$ cat config.mk
export PLATFORM = sky130hd
export DESIGN_NAME = tfrev_ctrl
export DESIGN_NICKNAME = d
export VERILOG_FILES = /design/src/rtl/tfrev_pkg.sv /design/src/rtl/tfrev_ctrl.sv
export SDC_FILE = /design/constraint.sdc
export NUM_CORES = 1
export LEC_CHECK = 0
export ABC_AREA = 1
export BUFFER_PORTS_ARGS = -buffer_cell sky130_fd_sc_hd__buf_2
export CORE_AREA = 2 2 39 41
export DETAILED_ROUTE_END_ITERATION = 8
export DIE_AREA = 0 0 41 43
export PLACE_DENSITY_LB_ADDON = 0.05
export SETUP_SLACK_MARGIN = 0.1
export SLEW_MARGIN = 10
export SYNTH_ARGS = -nofsm -noshare
export SYNTH_HDL_FRONTEND = slang
export SYNTH_SLANG_ARGS = --single-unit
$ cat constraint.sdc
create_clock -name clock -period 1.4 [get_ports clock]
set_input_delay 0.14 -clock clock [delete_from_list [all_inputs] [get_ports clock]]
set_output_delay 0.14 -clock clock [all_outputs]
set_load 0.1 [all_outputs]
$ cat src/rtl/tfrev_pkg.sv
// Package for the three-tap feedback reverb: command/status structs, register
// indexes, tap weights and fixed-point constants. No dependencies.
package tfrev_pkg;

   localparam int CSR_IDX_BITS  = 3;
   localparam int CSR_DATA_BITS = 16;

   localparam logic [CSR_IDX_BITS-1:0] CSR_TAP_DELAY_ONE   = 3'd0;
   localparam logic [CSR_IDX_BITS-1:0] CSR_TAP_DELAY_TWO   = 3'd1;
   localparam logic [CSR_IDX_BITS-1:0] CSR_TAP_DELAY_THREE = 3'd2;
   localparam logic [CSR_IDX_BITS-1:0] CSR_DECAY_GAIN      = 3'd3;
   localparam logic [CSR_IDX_BITS-1:0] CSR_WET_MIX         = 3'd4;

   localparam logic [15:0] RST_TAP_DELAY_ONE   = 16'd4800;
   localparam logic [15:0] RST_TAP_DELAY_TWO   = 16'd6720;
   localparam logic [15:0] RST_TAP_DELAY_THREE = 16'd9120;
   localparam logic [14:0] RST_DECAY_GAIN      = 15'd16384;
   localparam logic [15:0] RST_WET_MIX         = 16'd16384;

   localparam logic [14:0] DECAY_LIMIT = 15'd32440;
   localparam logic [15:0] MIX_LIMIT   = 16'd32768;
   localparam logic [15:0] Q15_ONE     = 16'd32768;

   localparam int DELAY_BITS = 16;
   localparam int ROUND_REV  = 32768;
   localparam int ROUND_Q15  = 16384;
   localparam int REV_SHIFT  = 16;
   localparam int Q15_SHIFT  = 15;

   localparam logic [1:0] TAP_ONE   = 2'd0;
   localparam logic [1:0] TAP_TWO   = 2'd1;
   localparam logic [1:0] TAP_THREE = 2'd2;

   // Q16 weights: 1/3, 0.7/3, 0.5/3
   localparam logic [15:0] W_TAP_ONE   = 16'd21845;
   localparam logic [15:0] W_TAP_TWO   = 16'd15292;
   localparam logic [15:0] W_TAP_THREE = 16'd10923;

   typedef struct packed {
      logic       take_in;
      logic       quo_en;
      logic [1:0] quo_sel;
      logic       rem_en;
      logic       rd_en;
      logic       acc_en;
      logic       acc_clr;
      logic [1:0] acc_sel;
      logic       rev_en;
      logic       mul_en;
      logic       finish;
      logic       clr_step;
   } tfrev_cmd_type;

   typedef struct packed {
      logic wp_last;
   } tfrev_sts_type;

   function automatic logic [15:0] tap_weight(input logic [1:0] sel);
      logic [15:0] w;
      unique case (sel)
         TAP_ONE:   w = W_TAP_ONE;
         TAP_TWO:   w = W_TAP_TWO;
         TAP_THREE: w = W_TAP_THREE;
         default:   w = W_TAP_ONE;
      endcase
      return w;
   endfunction

endpackage

$ cat src/rtl/tfrev_ctrl.sv
// Reverb controller: clearing pass, item step sequencer, response valid.
// Depends on tfrev_pkg.
module tfrev_ctrl import tfrev_pkg::*; (
   input  logic          clock,
   input  logic          reset,
   input  logic          req_valid,
   output logic          req_ready,
   output logic          rsp_valid,
   input  logic          rsp_ready,
   input  tfrev_sts_type sts,
   output tfrev_cmd_type cmd
);

   localparam logic [1:0] ST_CLEAR = 2'd0;
   localparam logic [1:0] ST_IDLE  = 2'd1;
   localparam logic [1:0] ST_RUN   = 2'd2;

   localparam logic [3:0] STEP_FIRST     = 4'd0;
   localparam logic [3:0] STEP_QUO_LAST  = 4'd2;
   localparam logic [3:0] STEP_REM_FIRST = 4'd1;
   localparam logic [3:0] STEP_REM_LAST  = 4'd3;
   localparam logic [3:0] STEP_RD_FIRST  = 4'd2;
   localparam logic [3:0] STEP_RD_LAST   = 4'd4;
   localparam logic [3:0] STEP_ACC_FIRST = 4'd3;
   localparam logic [3:0] STEP_ACC_LAST  = 4'd5;
   localparam logic [3:0] STEP_REV       = 4'd6;
   localparam logic [3:0] STEP_MUL       = 4'd7;
   localparam logic [3:0] STEP_FIN       = 4'd8;

   logic [1:0] state_ff, state_in;
   logic [3:0] step_ff, step_in;
   logic       out_valid_ff, out_valid_in;
   logic [3:0] acc_step;

   assign acc_step  = step_ff - STEP_ACC_FIRST;
   assign req_ready = (state_ff == ST_IDLE);
   assign rsp_valid = out_valid_ff;

   always_comb begin
      state_in     = state_ff;
      step_in      = step_ff;
      out_valid_in = out_valid_ff;
      cmd          = '0;
      if (out_valid_ff && rsp_ready) begin
         out_valid_in = 1'b0;
      end
      unique case (state_ff)
         ST_CLEAR: begin
            cmd.clr_step = 1'b1;
            if (sts.wp_last) begin
               state_in = ST_IDLE;
            end
         end
         ST_IDLE: begin
            if (req_valid) begin
               cmd.take_in = 1'b1;
               state_in    = ST_RUN;
               step_in     = STEP_FIRST;
            end
         end
         ST_RUN: begin
            cmd.quo_en  = (step_ff <= STEP_QUO_LAST);
            cmd.quo_sel = step_ff[1:0];
            cmd.rem_en  = (step_ff >= STEP_REM_FIRST) && (step_ff <= STEP_REM_LAST);
            cmd.rd_en   = (step_ff >= STEP_RD_FIRST) && (step_ff <= STEP_RD_LAST);
            cmd.acc_en  = (step_ff >= STEP_ACC_FIRST) && (step_ff <= STEP_ACC_LAST);
            cmd.acc_clr = (step_ff == STEP_ACC_FIRST);
            cmd.acc_sel = acc_step[1:0];
            cmd.rev_en  = (step_ff == STEP_REV);
            cmd.mul_en  = (step_ff == STEP_MUL);
            if (step_ff == STEP_FIN) begin
               if (!out_valid_ff || rsp_ready) begin
                  cmd.finish   = 1'b1;
                  out_valid_in = 1'b1;
                  state_in     = ST_IDLE;
               end
            end else begin
               step_in = step_ff + 4'd1;
            end
         end
         default: begin
            state_in = ST_CLEAR;
         end
      endcase
   end

   always_ff @(posedge clock) begin
      if (reset) begin
         state_ff     <= ST_CLEAR;
         step_ff      <= STEP_FIRST;
         out_valid_ff <= 1'b0;
      end else begin
         state_ff     <= state_in;
         step_ff      <= step_in;
         out_valid_ff <= out_valid_in;
      end
   end

endmodule

==> impl_metrics.json, run 1 <==
{
  "status": "aborted with a tool error",
  "failing_step": "global routing (5_1_grt)",
  "error": "[ERROR DPL-0038] Utilization greater than 100%, impossible to legalize",
  "place_ws_ns": 0.0250,
  "root_buffer": "clkbuf_4",
  "crit_endpoint": "cmd[1]",
  "cts_num_sinks": 7,
  "worst-ep-kind": "primary output",
  "placedCellCount": 135,
  "hpwlAfterDp_mm": 1.37,
  "fp-row-count": 14,
  "synth-seq-cells": 7,
  "synth_ff_type": "dfxtp_1",
  "synth_top_cell_by_area": "dfxtp_1",
  "pin_count": 21,
  "syn_nets": 98,
  "die_h_um": 43,
  "syn_area_per_cell_um2": 6.45,
  "yosysTopAreaCellShare": 0.244,
  "ys_types": 19,
  "port_buffers": 20,
  "start_util": 0.415,
  "synthTopCellsByArea": "dfxtp_1 (24%), nor2_1 (10%), ha_1 (8.7%), inv_1 (8.5%), nand2_1 (8.5%)",
  "cts_buffers": 3,
  "ys_seq_area_frac": 0.244,
  "syn_inst": 89,
  "synthArstFlopShare": 0,
  "synth_edf_count": 0,
  "grt_max_degree": 7,
  "yosys-top-cells-count": "nor2_1 (16), inv_1 (13), nand2_1 (13)",
  "place.gp.congestion": 0.792,
  "synthesis.area_um2": 574,
  "htreeDepth": 1,
  "clock_path_buffers": 2,
  "die_w_um": 41,
  "yosysMostFrequentCell": "nor2_1",
  "synth-warning-count": 0
}
## cell families after synthesis
| logic type | after synthesis | share of synthesized area |
|---|---|---|
| adders and majority gates | 4 | 0.0871 |
| AOI/OAI and AO/OA | 6 | 0.0719 |
| DFF | 7 | 0.244 |
| buffers and inverters | 20 | 0.152 |
| and+or+nand+nor | 52 | 0.444 |
## metrics by stage
| step | hold slack, ns | cell area, um2 | util |
|---|---|---|---|
| 3_3_place_gp | 0.346 | 1150 | 0.829 |
| 4_1_cts | 0.0811 | 1330 | 0.959 |
| 2_1_floorplan | 0.195 | 742 | - |
| 3_5_place_dp | 0.346 | 1150 | 0.829 |
## what timing repair did
action | in CTS
hold endpoints to repair | 0
cloned | 0
endpoints found under the setup margin | 15
gates resized for setup | 18
pin swaps | 10
setup buffers | 13
hold buffers | 0
==> run 2: changes to the inputs <==
--- a/config.mk
+++ b/config.mk
@@ -7,11 +7,10 @@
 export LEC_CHECK = 0
 export ABC_AREA = 1
 export BUFFER_PORTS_ARGS = -buffer_cell sky130_fd_sc_hd__buf_2
-export CORE_AREA = 2 2 39 41
+export CORE_AREA = 2 2 63 65
 export DETAILED_ROUTE_END_ITERATION = 8
-export DIE_AREA = 0 0 41 43
-export PLACE_DENSITY_LB_ADDON = 0.05
-export SETUP_SLACK_MARGIN = 0.1
+export DIE_AREA = 0 0 65 67
+export PLACE_DENSITY_LB_ADDON = 0.15
 export SLEW_MARGIN = 10
 export SYNTH_ARGS = -nofsm -noshare
 export SYNTH_HDL_FRONTEND = slang
==> run 2 against run 1 <==
Compared with the run above: the flow now finishes, with violations (negative setup slack); synthesized area did not move; synthesized cell count unchanged.
==> impl_metrics.json, run 2 <==
{
  "regMostFlops": "step_ff",
  "syn_area_per_cell_um2": 6.45,
  "cp.arrival_ns": 1.41,
  "synthTopCellsByArea": "dfxtp_1 (24%), nor2_1 (10%), ha_1 (8.7%), inv_1 (8.5%), nand2_1 (8.5%)",
  "syn_inst": 89,
  "wire_per_inst_um": 9.28,
  "slowest_stage": "dfxtp_4",
  "ys_seq_area_frac": 0.244,
  "synth-seq-cells": 7,
  "worst_setup_path_end_kind": "output pin",
  "place.gp.congestion": 0.714,
  "setup_ws_ns": -0.149,
  "most-common-layout-cells": "buf_4 (21), buf_12 (14), nand2_1 (10)",
  "area_growth_pct": 146,
  "pin_count": 21,
  "synth_edf_count": 0,
  "finish.utilization": 0.392,
  "worstMarginPinSlew_ns": 0.484,
  "die_h_um": 67,
  "yosys-top-cells-count": "nor2_1 (16), inv_1 (13), nand2_1 (13)",
  "grt_max_degree": 7,
  "finalSetupTns_ns": -0.486,
  "diodes": 0,
  "vias": 697,
  "max_freq_mhz": 645,
  "status": "finished with violations",
  "leakage_nw": 0.591,
  "irDropWorstVdd_uv": 356,
  "critPathKind": "flop to output pin",
  "clock_path_buffers": 2,
  "synthArstFlopShare": 0,
  "violations": "negative setup slack",
  "htreeDepth": 1,
  "r2r_setup_slack_ns": 0.14,
  "grt_pass1_vias": 734,
  "ys_types": 19,
  "hpwlAfterDp_mm": 1.39,
  "synth_simple_gate_area_frac": 0.444,
  "yosysTopAreaCellShare": 0.244,
  "grt-ovfl-total": 0,
  "power_density_nw_per_um2": 755,
  "finalHoldViolations": 0,
  "synth_ff_type": "dfxtp_1",
  "drive_gt1_frac": 0.717,
  "whs_ns": 0.120,
  "synth_top_cell_by_area": "dfxtp_1",
  "cp_cell_sequence": "inv_4 -> ha_4 -> nand3_2 -> or2_4 -> nor2_4 -> buf_12",
  "r2r_end": "state_ff[1]$_SDFFE_PP0P_",
  "largest_reg_flops": 4,
  "holdBufCountCts": 0,
  "fp-row-count": 22,
  "min_period_over_period": 1.11,
  "grt_usage": 0.0898,
  "syn_nets": 98,
  "fin_crit_ns": 1.55,
  "port_buffers": 20,
  "cp_top_family": "simple AND/OR/NAND/NOR gates",
  "r2r_start": "state_ff[0]$_SDFFE_PP0P_",
  "die_w_um": 65,
  "finalMaxSlewViolations": 0,
  "nFillCells": 354,
  "cp-endpoint": "cmd[1]",
  "rsz0062_at_grt": "true",
  "grt_first_pass_wirelength_mm": 3.06,
  "drtIter0Drc": 3,
  "synth_top_family_by_area": "simple AND/OR/NAND/NOR gates",
  "nets": 148,
  "antenna_found_initial": 0,
  "cp_max_fo": 3,
  "reg2reg_depth": 11,
  "synthesis.area_um2": 574,
  "core_um2": 3610,
  "final_antenna_net_count": 0,
  "critPathRequiredTime_ns": 1.26,
  "cts_tree": "built",
  "root_buffer": "clkbuf_8",
  "synth-xor-area-share": 0,
  "die_area_um2": 4360,
  "synth-warning-count": 0,
  "drcViolationCount": 0,
  "via_per_inst": 3.75,
  "startpoint": "step_ff[1]$_SDFFE_PP0P_",
  "cts_num_sinks": 7,
  "clock_latency_ns": 0.23,
  "final_common_cell": "buf_4",
  "routed_wl_mm": 1.73,
  "yosysMostFrequentCell": "nor2_1",
  "path_buf_inv": 2,
  "dr.pass1.iters": 4,
  "path_depth": 6,
  "start_util": 0.159,
  "path_clk_slew_ns": 0.04,
  "drv_cap": 0,
  "cts_buffers": 3,
  "cp-start-kind": "flop",
  "muxShareOfSynthArea": 0,
  "finalClockSkew_ns": 0.00426,
  "max_stage_delay_ns": 0.35,
  "setup_viol": 4,
  "synth-compound-area-share": 0.0719,
  "hold_class": "input pin to flop",
  "slew_headroom": 0.680,
  "synthAdderAreaFrac": 0.0871
}
[run 2: area by class of cell]
type | instances | area, um2 | area share
multi-input cells | 62 | 522 | 0.369
well taps | 48 | 60.1 | 0.0425
inverters | 18 | 91.3 | 0.0646
repair buffers | 47 | 538 | 0.381
flip-flops and latches | 7 | 158 | 0.112
clock buffers | 4 | 45.0 | 0.0319
[run 2: routing by layer]
| metal | up-vias | global-route usage | routed length [um] |
|---|---|---|---|
| met2 | 10 | 0.171 | 932 |
| li1 | 377 | - | - |
| met3 | 0 | 0.0203 | 82 |
| met5 | - | 0 | 0 |
| met1 | 310 | 0.0959 | 712 |
| met4 | 0 | 0.0319 | 0 |
[run 2: cell families after synthesis]
| group | Yosys count |
|---|---|
| buf+inv | 20 |
| fa+ha+maj | 4 |
| flops | 7 |
| simple gates | 52 |
| compound gates | 6 |
[run 2: how the worst min path moves through the flow]
stage / from / to / depth (start not counted)
after floorplan: reset / rsp_valid$_SDFF_PP0_ / 1
after global placement: reset / rsp_valid$_SDFF_PP0_ / 2
after detailed placement: reset / rsp_valid$_SDFF_PP0_ / 2
after CTS: reset / rsp_valid$_SDFF_PP0_ / 2
after global routing: reset / rsp_valid$_SDFF_PP0_ / 2
final: reset / rsp_valid$_SDFF_PP0_ / 2
[run 2: stage by stage]
stage	worst slack (ns)	std cells	power, mW	instance area [um2]
after detailed placement	0.0310	168	0.707	1190
after CTS	-0.174	182	1.04	1340
after floorplan	-0.244	89	0.558	739
final	-0.149	186	1.07	1410
after global routing	-0.205	186	1.13	1410
after global placement	0.0358	168	0.706	1190
[run 2: where the power goes]
part           internal (mW)  switching [mW]  total, mW  leakage (nW)
Clock                  0.197          0.0886      0.286        0.0228
Sequential             0.218          0.0227      0.241        0.0609
Combinational          0.220           0.321      0.541         0.507
[run 2: what timing repair did]
action,CTS,global route
buffers inserted,10,4
gates resized for setup,11,12
pin swaps,8,5
gates cloned,0,0
setup endpoints to repair,11,12
(Power assumes the default switching activity.)
